==> src/rtl/tgpw_pkg.sv <==
// ----------------------------------------------------------------------------
// tgpw_pkg
// Types, constants and the 5x7 font table of the glyph pixel writer.
// ----------------------------------------------------------------------------
package tgpw_pkg;

  localparam int GLYPH_WIDTH  = 5;
  localparam int GLYPH_HEIGHT = 7;
  localparam int COORD_BITS   = 16;
  localparam int CELL_COUNT   = GLYPH_WIDTH * GLYPH_HEIGHT;
  localparam int COL_BITS     = $clog2(GLYPH_WIDTH);
  localparam int ROW_BITS     = $clog2(GLYPH_HEIGHT);
  localparam int CHAR_ADVANCE = GLYPH_WIDTH + 2;
  localparam int LINE_ADVANCE = GLYPH_HEIGHT + 1;
  localparam int QUEUE_DEPTH  = 2;
  localparam int COLOR_BITS   = 24;
  localparam int ADDR_BITS    = 32;
  localparam int WIDTH_BITS   = 16;

  localparam logic [WIDTH_BITS-1:0] IMAGE_WIDTH_RESET = 16'd640;
  localparam logic [7:0]            CHAR_NEWLINE      = 8'h0A;

  typedef logic [COORD_BITS-1:0] coord_t;
  typedef logic [CELL_COUNT-1:0] glyph_bits_t;
  typedef logic [COLOR_BITS-1:0] color_t;

  // One drawing job for the back end: glyph origin, cell mask and ink.
  typedef struct packed {
    coord_t      cursor_x;
    coord_t      cursor_y;
    glyph_bits_t bits;
    color_t      color;
  } glyph_cmd_t;

  // Cell mask with row 0 in the top five bits; within a row the MSB is
  // column 0. Every glyph has at least one set cell, so zero means "not in
  // the font".
  function automatic glyph_bits_t font_lookup(input logic [7:0] code);
    glyph_bits_t bits;
    unique case (code)
      "A": bits = {5'h1F, 5'h11, 5'h11, 5'h1F, 5'h11, 5'h11, 5'h11};
      "B": bits = {5'h1E, 5'h11, 5'h11, 5'h1E, 5'h11, 5'h11, 5'h1E};
      "C": bits = {5'h0F, 5'h10, 5'h10, 5'h10, 5'h10, 5'h10, 5'h0F};
      "D": bits = {5'h1E, 5'h11, 5'h11, 5'h11, 5'h11, 5'h11, 5'h1E};
      "E": bits = {5'h1F, 5'h10, 5'h10, 5'h1F, 5'h10, 5'h10, 5'h1F};
      "F": bits = {5'h1F, 5'h10, 5'h10, 5'h1F, 5'h10, 5'h10, 5'h10};
      "G": bits = {5'h1F, 5'h10, 5'h10, 5'h13, 5'h11, 5'h11, 5'h1F};
      "H": bits = {5'h11, 5'h11, 5'h11, 5'h1F, 5'h11, 5'h11, 5'h11};
      "I": bits = {5'h1F, 5'h04, 5'h04, 5'h04, 5'h04, 5'h04, 5'h1F};
      "J": bits = {5'h1F, 5'h02, 5'h02, 5'h02, 5'h02, 5'h12, 5'h0C};
      "K": bits = {5'h11, 5'h12, 5'h14, 5'h18, 5'h14, 5'h12, 5'h11};
      "L": bits = {5'h10, 5'h10, 5'h10, 5'h10, 5'h10, 5'h10, 5'h1F};
      "M": bits = {5'h1F, 5'h15, 5'h15, 5'h15, 5'h15, 5'h11, 5'h11};
      "N": bits = {5'h11, 5'h19, 5'h19, 5'h15, 5'h13, 5'h13, 5'h11};
      "O": bits = {5'h1F, 5'h11, 5'h11, 5'h11, 5'h11, 5'h11, 5'h1F};
      "P": bits = {5'h1F, 5'h11, 5'h11, 5'h1F, 5'h10, 5'h10, 5'h10};
      "Q": bits = {5'h1F, 5'h11, 5'h11, 5'h11, 5'h11, 5'h1E, 5'h01};
      "R": bits = {5'h1F, 5'h11, 5'h11, 5'h1F, 5'h14, 5'h12, 5'h11};
      "S": bits = {5'h1F, 5'h10, 5'h10, 5'h1F, 5'h01, 5'h01, 5'h1F};
      "T": bits = {5'h1F, 5'h04, 5'h04, 5'h04, 5'h04, 5'h04, 5'h04};
      "U": bits = {5'h11, 5'h11, 5'h11, 5'h11, 5'h11, 5'h11, 5'h1F};
      "V": bits = {5'h11, 5'h11, 5'h11, 5'h11, 5'h11, 5'h11, 5'h0E};
      "W": bits = {5'h11, 5'h11, 5'h11, 5'h15, 5'h15, 5'h15, 5'h1F};
      "X": bits = {5'h11, 5'h0A, 5'h0A, 5'h04, 5'h0A, 5'h0A, 5'h11};
      "Y": bits = {5'h11, 5'h11, 5'h11, 5'h1F, 5'h04, 5'h04, 5'h04};
      "Z": bits = {5'h1F, 5'h01, 5'h02, 5'h02, 5'h04, 5'h08, 5'h1F};
      "0": bits = {5'h1F, 5'h19, 5'h15, 5'h15, 5'h15, 5'h13, 5'h1F};
      "1": bits = {5'h0C, 5'h14, 5'h04, 5'h04, 5'h04, 5'h04, 5'h1F};
      "2": bits = {5'h0E, 5'h11, 5'h01, 5'h02, 5'h0C, 5'h10, 5'h1F};
      "3": bits = {5'h1E, 5'h01, 5'h01, 5'h06, 5'h01, 5'h01, 5'h1E};
      "4": bits = {5'h03, 5'h09, 5'h11, 5'h1F, 5'h01, 5'h01, 5'h01};
      "5": bits = {5'h1F, 5'h10, 5'h10, 5'h1E, 5'h01, 5'h01, 5'h1E};
      "6": bits = {5'h0F, 5'h10, 5'h10, 5'h1E, 5'h11, 5'h11, 5'h0E};
      "7": bits = {5'h1F, 5'h01, 5'h02, 5'h02, 5'h04, 5'h08, 5'h10};
      "8": bits = {5'h0E, 5'h11, 5'h11, 5'h0E, 5'h11, 5'h11, 5'h0E};
      "9": bits = {5'h0E, 5'h11, 5'h11, 5'h0F, 5'h01, 5'h01, 5'h1E};
      ":": bits = {5'h00, 5'h04, 5'h04, 5'h00, 5'h04, 5'h04, 5'h00};
      ".": bits = {5'h00, 5'h00, 5'h00, 5'h00, 5'h00, 5'h18, 5'h18};
      "-": bits = {5'h00, 5'h00, 5'h00, 5'h1F, 5'h00, 5'h00, 5'h00};
      "[": bits = {5'h1F, 5'h10, 5'h10, 5'h10, 5'h10, 5'h10, 5'h1F};
      "]": bits = {5'h1F, 5'h01, 5'h01, 5'h01, 5'h01, 5'h01, 5'h1F};
      ",": bits = {5'h00, 5'h00, 5'h00, 5'h00, 5'h00, 5'h08, 5'h18};
      "!": bits = {5'h04, 5'h04, 5'h04, 5'h04, 5'h04, 5'h00, 5'h04};
      default: bits = '0;
    endcase
    return bits;
  endfunction

endpackage

==> src/rtl/tgpw_front.sv <==
// ----------------------------------------------------------------------------
// tgpw_front
// Takes characters, keeps the text cursor and issues glyph drawing jobs.
// ----------------------------------------------------------------------------
module tgpw_front
  import tgpw_pkg::*;
(
  input  logic       clk,
  input  logic       rst,
  input  logic       in_valid,
  output logic       in_ready,
  input  logic [7:0] char_code,
  input  logic       start_string,
  input  logic [15:0] origin_x,
  input  logic [15:0] origin_y,
  input  logic [23:0] ink_color,
  output logic       cmd_valid,
  output glyph_cmd_t cmd,
  input  logic       cmd_ready
);

  coord_t      cursor_x, cursor_x_next;
  coord_t      cursor_y, cursor_y_next;
  coord_t      line_start_x, line_start_x_next;
  coord_t      base_x, base_y, base_ls;
  glyph_bits_t bits;
  logic        accept;
  logic        is_newline;

  assign in_ready = cmd_ready;
  assign accept   = in_valid && in_ready;

  always_comb begin
    base_x     = start_string ? origin_x[COORD_BITS-1:0] : cursor_x;
    base_ls    = start_string ? origin_x[COORD_BITS-1:0] : line_start_x;
    base_y     = start_string ? origin_y[COORD_BITS-1:0] : cursor_y;
    bits       = font_lookup(char_code);
    is_newline = (char_code == CHAR_NEWLINE);

    cursor_x_next     = cursor_x;
    cursor_y_next     = cursor_y;
    line_start_x_next = line_start_x;
    if (accept) begin
      line_start_x_next = base_ls;
      if (is_newline) begin
        cursor_x_next = base_ls;
        cursor_y_next = base_y + COORD_BITS'(LINE_ADVANCE);
      end else begin
        cursor_x_next = base_x + COORD_BITS'(CHAR_ADVANCE);
        cursor_y_next = base_y;
      end
    end

    // Drop spaces, newlines and unknown codes: they only move the cursor
    cmd_valid     = accept && !is_newline && (bits != '0);
    cmd.cursor_x  = base_x;
    cmd.cursor_y  = base_y;
    cmd.bits      = bits;
    cmd.color     = ink_color[COLOR_BITS-1:0];
  end

  always_ff @(posedge clk) begin
    if (rst) begin
      cursor_x     <= '0;
      cursor_y     <= '0;
      line_start_x <= '0;
    end else begin
      cursor_x     <= cursor_x_next;
      cursor_y     <= cursor_y_next;
      line_start_x <= line_start_x_next;
    end
  end

endmodule

==> src/rtl/tgpw_queue.sv <==
// ----------------------------------------------------------------------------
// tgpw_queue
// Short job queue between the cursor front end and the glyph scanner.
// ----------------------------------------------------------------------------
module tgpw_queue
  import tgpw_pkg::*;
(
  input  logic       clk,
  input  logic       rst,
  input  logic       push_valid,
  input  glyph_cmd_t push_data,
  output logic       push_ready,
  output logic       pop_valid,
  output glyph_cmd_t pop_data,
  input  logic       pop_ready
);

  localparam int PTR_BITS = (QUEUE_DEPTH > 1) ? $clog2(QUEUE_DEPTH) : 1;
  localparam int CNT_BITS = $clog2(QUEUE_DEPTH + 1);

  glyph_cmd_t          entries [QUEUE_DEPTH];
  logic [PTR_BITS-1:0] wr_ptr, rd_ptr;
  logic [CNT_BITS-1:0] count;
  logic                do_push, do_pop;

  function automatic logic [PTR_BITS-1:0] ptr_inc(input logic [PTR_BITS-1:0] p);
    return (p == PTR_BITS'(QUEUE_DEPTH - 1)) ? '0 : p + 1'b1;
  endfunction

  assign push_ready = (count != CNT_BITS'(QUEUE_DEPTH));
  assign pop_valid  = (count != '0);
  assign pop_data   = entries[rd_ptr];
  assign do_push    = push_valid && push_ready;
  assign do_pop     = pop_valid && pop_ready;

  always_ff @(posedge clk) begin
    if (rst) begin
      wr_ptr <= '0;
      rd_ptr <= '0;
      count  <= '0;
    end else begin
      if (do_push) wr_ptr <= ptr_inc(wr_ptr);
      if (do_pop)  rd_ptr <= ptr_inc(rd_ptr);
      if (do_push && !do_pop) begin
        count <= count + 1'b1;
      end else if (do_pop && !do_push) begin
        count <= count - 1'b1;
      end
    end
  end

  always_ff @(posedge clk) begin
    if (do_push) entries[wr_ptr] <= push_data;
  end

endmodule

==> src/rtl/tgpw_back.sv <==
// ----------------------------------------------------------------------------
// tgpw_back
// Scans one glyph cell per cycle while its output is not stalled, and emits a pixel write for each set cell.
// ----------------------------------------------------------------------------
module tgpw_back
  import tgpw_pkg::*;
(
  input  logic        clk,
  input  logic        rst,
  input  logic        cmd_valid,
  input  glyph_cmd_t  cmd,
  output logic        cmd_ready,
  input  logic [15:0] image_width,
  output logic        out_valid,
  input  logic        out_ready,
  output logic [15:0] pixel_x,
  output logic [15:0] pixel_y,
  output logic [31:0] pixel_address,
  output logic [23:0] pixel_color,
  output logic        last_pixel
);

  logic                busy;
  glyph_bits_t         bits;
  logic [COL_BITS-1:0] col;
  logic [ROW_BITS-1:0] row;
  coord_t              base_x, base_y;
  color_t              color;

  logic                step, cur_bit, rest_empty, finish, load;
  coord_t              px, py;
  logic [ADDR_BITS-1:0] py_ext, w_ext, prod, addr;

  assign step       = busy && (!out_valid || out_ready);
  assign cur_bit    = bits[CELL_COUNT-1];
  assign rest_empty = (bits[CELL_COUNT-2:0] == '0);
  assign finish     = step && cur_bit && rest_empty;
  assign cmd_ready  = !busy || finish;
  assign load       = cmd_valid && cmd_ready;

  assign px     = base_x + COORD_BITS'(col);
  assign py     = base_y + COORD_BITS'(row);
  assign py_ext = ADDR_BITS'(py);
  assign w_ext  = ADDR_BITS'(image_width);
  assign prod   = py_ext * w_ext;
  assign addr   = ADDR_BITS'(px) + prod;

  always_ff @(posedge clk) begin
    if (rst) begin
      busy      <= 1'b0;
      out_valid <= 1'b0;
    end else begin
      if (out_valid && out_ready) out_valid <= 1'b0;
      if (step && cur_bit)        out_valid <= 1'b1;
      if (load) begin
        busy <= 1'b1;
      end else if (finish) begin
        busy <= 1'b0;
      end
    end
  end

  always_ff @(posedge clk) begin
    if (load) begin
      bits   <= cmd.bits;
      col    <= '0;
      row    <= '0;
      base_x <= cmd.cursor_x;
      base_y <= cmd.cursor_y;
      color  <= cmd.color;
    end else if (step) begin
      bits <= bits << 1;
      if (col == COL_BITS'(GLYPH_WIDTH - 1)) begin
        col <= '0;
        row <= row + 1'b1;
      end else begin
        col <= col + 1'b1;
      end
    end
    if (step && cur_bit) begin
      pixel_x       <= 16'(px);
      pixel_y       <= 16'(py);
      pixel_address <= addr;
      pixel_color   <= color;
      last_pixel    <= rest_empty;
    end
  end

endmodule

==> src/rtl/text_glyph_pixel_writer.sv <==
// ----------------------------------------------------------------------------
// text_glyph_pixel_writer
// Text overlay character generator: 5x7 font, cursor, pixel write stream.
// ----------------------------------------------------------------------------
// Pipeline: each glyph job passes through the job queue and the scanner's job
//   registers before its first pixel write is registered; blank cells that lead
//   the glyph are scanned first. The scanner visits one glyph cell per cycle while
//   the output is not stalled, up to the last set cell; space, newline and unknown
//   codes make no job. A 2-deep job queue lets input run ahead.
// Reset (rst, synchronous): cursor and line start to zero, image width 640,
//   queue and scanner empty.
// ----------------------------------------------------------------------------
module text_glyph_pixel_writer
  import tgpw_pkg::*;
(
  input  logic        clk,
  input  logic        rst,
  // configuration: image width, written without handshake
  input  logic        cfg_write_en,
  input  logic [15:0] cfg_write_data,
  // character transfer in
  input  logic        in_valid,
  output logic        in_ready,
  input  logic [7:0]  char_code,
  input  logic        start_string,
  input  logic [15:0] origin_x,
  input  logic [15:0] origin_y,
  input  logic [23:0] ink_color,
  // pixel write transfer out
  output logic        out_valid,
  input  logic        out_ready,
  output logic [15:0] pixel_x,
  output logic [15:0] pixel_y,
  output logic [31:0] pixel_address,
  output logic [23:0] pixel_color,
  output logic        last_pixel
);

  logic [WIDTH_BITS-1:0] image_width;

  logic       front_valid, front_ready;
  glyph_cmd_t front_cmd;
  logic       back_valid, back_ready;
  glyph_cmd_t back_cmd;

  // Hold the row pitch. The user must send writes only while the block is idle;
  // the block does not enforce this, and the scanner reads it directly.
  always_ff @(posedge clk) begin
    if (rst) begin
      image_width <= IMAGE_WIDTH_RESET;
    end else if (cfg_write_en) begin
      image_width <= cfg_write_data;
    end
  end

  // Front end: apply string start, newline and advance to the cursor, and
  // turn each drawable character into a job.
  tgpw_front u_front (
    .clk          (clk),
    .rst          (rst),
    .in_valid     (in_valid),
    .in_ready     (in_ready),
    .char_code    (char_code),
    .start_string (start_string),
    .origin_x     (origin_x),
    .origin_y     (origin_y),
    .ink_color    (ink_color),
    .cmd_valid    (front_valid),
    .cmd          (front_cmd),
    .cmd_ready    (front_ready)
  );

  // Decouple the two halves so the cursor keeps moving during a scan while the queue has room.
  tgpw_queue u_queue (
    .clk        (clk),
    .rst        (rst),
    .push_valid (front_valid),
    .push_data  (front_cmd),
    .push_ready (front_ready),
    .pop_valid  (back_valid),
    .pop_data   (back_cmd),
    .pop_ready  (back_ready)
  );

  // Back end: walk the glyph row by row, left to right, and register each
  // pixel write with its linear address.
  tgpw_back u_back (
    .clk           (clk),
    .rst           (rst),
    .cmd_valid     (back_valid),
    .cmd           (back_cmd),
    .cmd_ready     (back_ready),
    .image_width   (image_width),
    .out_valid     (out_valid),
    .out_ready     (out_ready),
    .pixel_x       (pixel_x),
    .pixel_y       (pixel_y),
    .pixel_address (pixel_address),
    .pixel_color   (pixel_color),
    .last_pixel    (last_pixel)
  );

endmodule

==> config.mk <==
export PLATFORM = sky130hd
export DESIGN_NAME = text_glyph_pixel_writer
export DESIGN_NICKNAME = d
export VERILOG_FILES = /design/src/rtl/tgpw_pkg.sv /design/src/rtl/tgpw_front.sv /design/src/rtl/tgpw_queue.sv /design/src/rtl/tgpw_back.sv /design/src/rtl/text_glyph_pixel_writer.sv
export SDC_FILE = /design/constraint.sdc
export NUM_CORES = 1
export LEC_CHECK = 0
export CORE_AREA = 8 8 243 245
export DETAILED_ROUTE_END_ITERATION = 8
export DIE_AREA = 0 0 251 253
export DONT_BUFFER_PORTS = 1
export PLACE_DENSITY = 0.68
export SYNTH_ARGS = -nofsm -noshare
export SYNTH_HDL_FRONTEND = slang
export SYNTH_MEMORY_MAX_BITS = 65536
export SYNTH_SLANG_ARGS = --single-unit
==> constraint.sdc <==
create_clock -name clk -period 7.3 [get_ports clk]
set_input_delay 0.365 -clock clk [delete_from_list [all_inputs] [get_ports clk]]
set_output_delay 0.365 -clock clk [all_outputs]
set_load 0.01 [all_outputs]
==> results_dict.tcl <==
set metrics [dict create \
    grt_remaining_overflow 0 \
    rsz0062_at_grt "yes" \
    start_util_pct 50.24 \
    first_global_vias 19180 \
    num_vias 18500 \
    cts_tree "built" \
    finalSetupViolCount 0 \
    grt_start_max_net_pins 74 \
    drive_above_1_share_pct 12.29 \
    arrival_ps 7630 \
    preCtsSetupSlack_ps -328.4 \
    status "finished clean" \
    crit_path_frequent_cell "fa_1" \
    num_rows 87 \
    areaGrowthSynthToFinish_pct 13.71 \
    tns_ps 0 \
    max_cap_viol_count 0 \
    layout_common_cells "362 x edfxtp_1, 302 x inv_1, 263 x nand2_1" \
    slowest_stage "fa_1" \
    antenna_found_initial 1 \
    syn_avg_cell_area_sq_um 11.19 \
    io_pins 177 \
    postRouteAntennaNets 0 \
    cp-end-kind "flop" \
    crit_path_start_kind "flop" \
    crit_type "flop to flop" \
    worst_slack_ps 5.926 \
    gp_congestion 0.8987 \
    seq_area_sq_mm 0.01242 \
    cp_max_fo 4 \
    max_freq_ghz 0.1371 \
    clockBufferDepth 3 \
    cp.required_ps 7640 \
    max_stage_delay_ps 550 \
    multi_input_area_sq_mm 0.01409 \
    grt_use_total_pct 21.16 \
    layout_commonest_cell "edfxtp_1" \
    finalNetCount 3013 \
    yosysUniqueCellTypes 91 \
    path_clk_slew_ps 60 \
    wire_per_inst_um 20.25 \
    async_flop_share_pct 0 \
    ys_seq_area_share_pct 44.50 \
    synth_top_flop_cell "edfxtp_1" \
    portBuffers 0 \
    drt-total-wl_mm 67.69 \
    grt_pass1_wl_mm 106.4 \
    fillCellCount 4582 \
    fp.coreArea_sq_mm 0.05552 \
    syn-num-nets 2916 \
    drt_pass1_iterations 5 \
    cts-buffers-inserted 47 \
    synth_seq_cells 439 \
    skew_ps 30.87 \
    fp.dieH_um 253 \
    syn_area_sq_mm 0.02789 \
    slew_viol_final 0 \
    dpl.hpwl_mm 48.21 \
    relSlewSlack_pct 33.51 \
    htree_num_levels 2 \
    die_x_um 251 \
    synth_edf_count 362 \
    cts_sinks 439 \
    root_buffer "clkbuf_16" \
    min_period_over_period_pct 99.92 \
    hold_class "primary input to flop" \
    design.die.area_sq_mm 0.06350 \
    clk-insertion-delay-late_ps 610 \
    tightest_slew_ps 994.9 \
    vias_per_cell 5.534 \
    synth_cells 2493 \
    period_minus_slack_ps 7294 \
    final-hold-violation-count 0 \
    drt_iter0_drc 1601 \
    yosysWarningCount 0 \
    drt_drc_violations_left 0 \
]
## final timing paths
kind / from / to / slack [ps] / cells past startpoint
min: start_string / u_front.cursor_x[2] / 30 / 2
max reg2reg: u_back.base_y[0] / u_back.pixel_address[28] / 6 / 28
min reg2reg: u_back.color[14] / u_back.pixel_color[14] / 420 / 0
max: u_back.base_y[0] / u_back.pixel_address[28] / 6 / 28
## cells in the mapped netlist, types with 29 or more instances
cell type / count / area, sq um
and2_1: 139 / 869.6
dfxtp_1: 77 / 1541
xor2_1: 29 / 254.0
inv_1: 305 / 1145
nor3_1: 29 / 145.1
a21oi_1: 108 / 540.5
nor2_1: 135 / 506.7
xnor2_1: 50 / 437.9
fa_1: 212 / 4244
mux2i_1: 74 / 740.7
ha_1: 125 / 1564
o21ai_0: 78 / 390.4
edfxtp_1: 362 / 10870
nand2_1: 265 / 994.7
nand2b_1: 36 / 225.2
nand3_1: 34 / 170.2
mux2_2: 74 / 833.3
clkbuf_1: 85 / 319.1
## flip-flops by register name, indices dropped and copies added, names as in the netlist, named ones only
| signal | flops |
|---|---|
| u_queue.count | 2 |
| image_width | 16 |
| u_back.base_y | 16 |
| u_back.last_pixel | 1 |
| u_back.pixel_address | 32 |
| u_back.base_x | 16 |
| u_back.color | 24 |
| u_front.cursor_y | 16 |
| u_back.busy | 1 |
| u_queue.entries | 182 |
| u_back.bits | 35 |
| u_front.line_start_x | 16 |
| u_back.pixel_y | 16 |
| u_back.col | 3 |
| u_back.pixel_color | 24 |
| u_front.cursor_x | 16 |
| u_back.row | 3 |
| u_back.pixel_x | 16 |
| u_back.out_valid | 1 |
| u_queue.rd_ptr | 1 |
| u_queue.wr_ptr | 1 |
## layer usage
layer / vias up / part of all wire [%] / GRT usage, %
li1: 8613 / - / -
met1: 9185 / 44 / 29.09
met2: 605 / 47 / 34.11
met3: 92 / 7.2 / 4.053
met4: 0 / 2.1 / 6.086
met5: - / 0 / 0
## cell families (layout without fill, tap and decap cells)
| group | count (synthesis) | after routing | synth area share, % |
|---|---|---|---|
| buf+inv | 425 | 561 | 6.034 |
| xor+xnor | 79 | 79 | 2.481 |
| fa+ha+maj | 337 | 337 | 20.83 |
| compound gates | 336 | 336 | 7.721 |
| mux | 149 | 149 | 5.693 |
| simple gates | 728 | 728 | 12.74 |
| flops | 439 | 439 | 44.50 |
| other cells | 0 | 1 | 0 |
## stage by stage
| stage | hold WS [ps] | instances | util, % | cell area [sq um] |
|---|---|---|---|---|
| after floorplan | 400.3 | 2493 | - | 27890 |
| after global placement | 401.0 | 3170 | 52.15 | 28950 |
| after detailed placement | 404.5 | 3170 | 52.15 | 28950 |
| after CTS | 0.2754 | 3336 | 56.72 | 31490 |
| after global routing | 5.193 | 3342 | 57.12 | 31710 |
| final | 26.84 | 3342 | 57.12 | 31710 |
## cell type report
type                            count  share of cell area [%]
Multi-Input combinational cell   1629                   44.45
Inverter                          308                   3.661
Clock inverter                     26                   1.207
Clock buffer                       62                   3.981
Sequential cell                   439                   39.15
Tap cell                          712                   2.809
Antenna cell                        1                0.007891
Timing Repair Buffer              165                   4.735
## worst max-delay path, delay by kind of cell, from the launching register on
kind / cells / cell delay [ps]
adders and majority gates: 9 / 3880
AOI/OAI and AO/OA: 5 / 1290
buffers and inverters: 7 / 640
and+or+nand+nor: 5 / 580
DFF: 1 / 390
xor gates and xnor gates: 2 / 270
## what timing repair did
action,CTS,global route
hold buffers,72,0
hold endpoints to repair,122,0
endpoints found under the setup margin,11,13
cloned,0,0
resized for setup,23,35
pin swaps,20,33
setup buffers,7,5
Power is left out: the tool's default activity adds up to more than one toggle a clock period on the data nets, which glitch-free logic cannot reach.
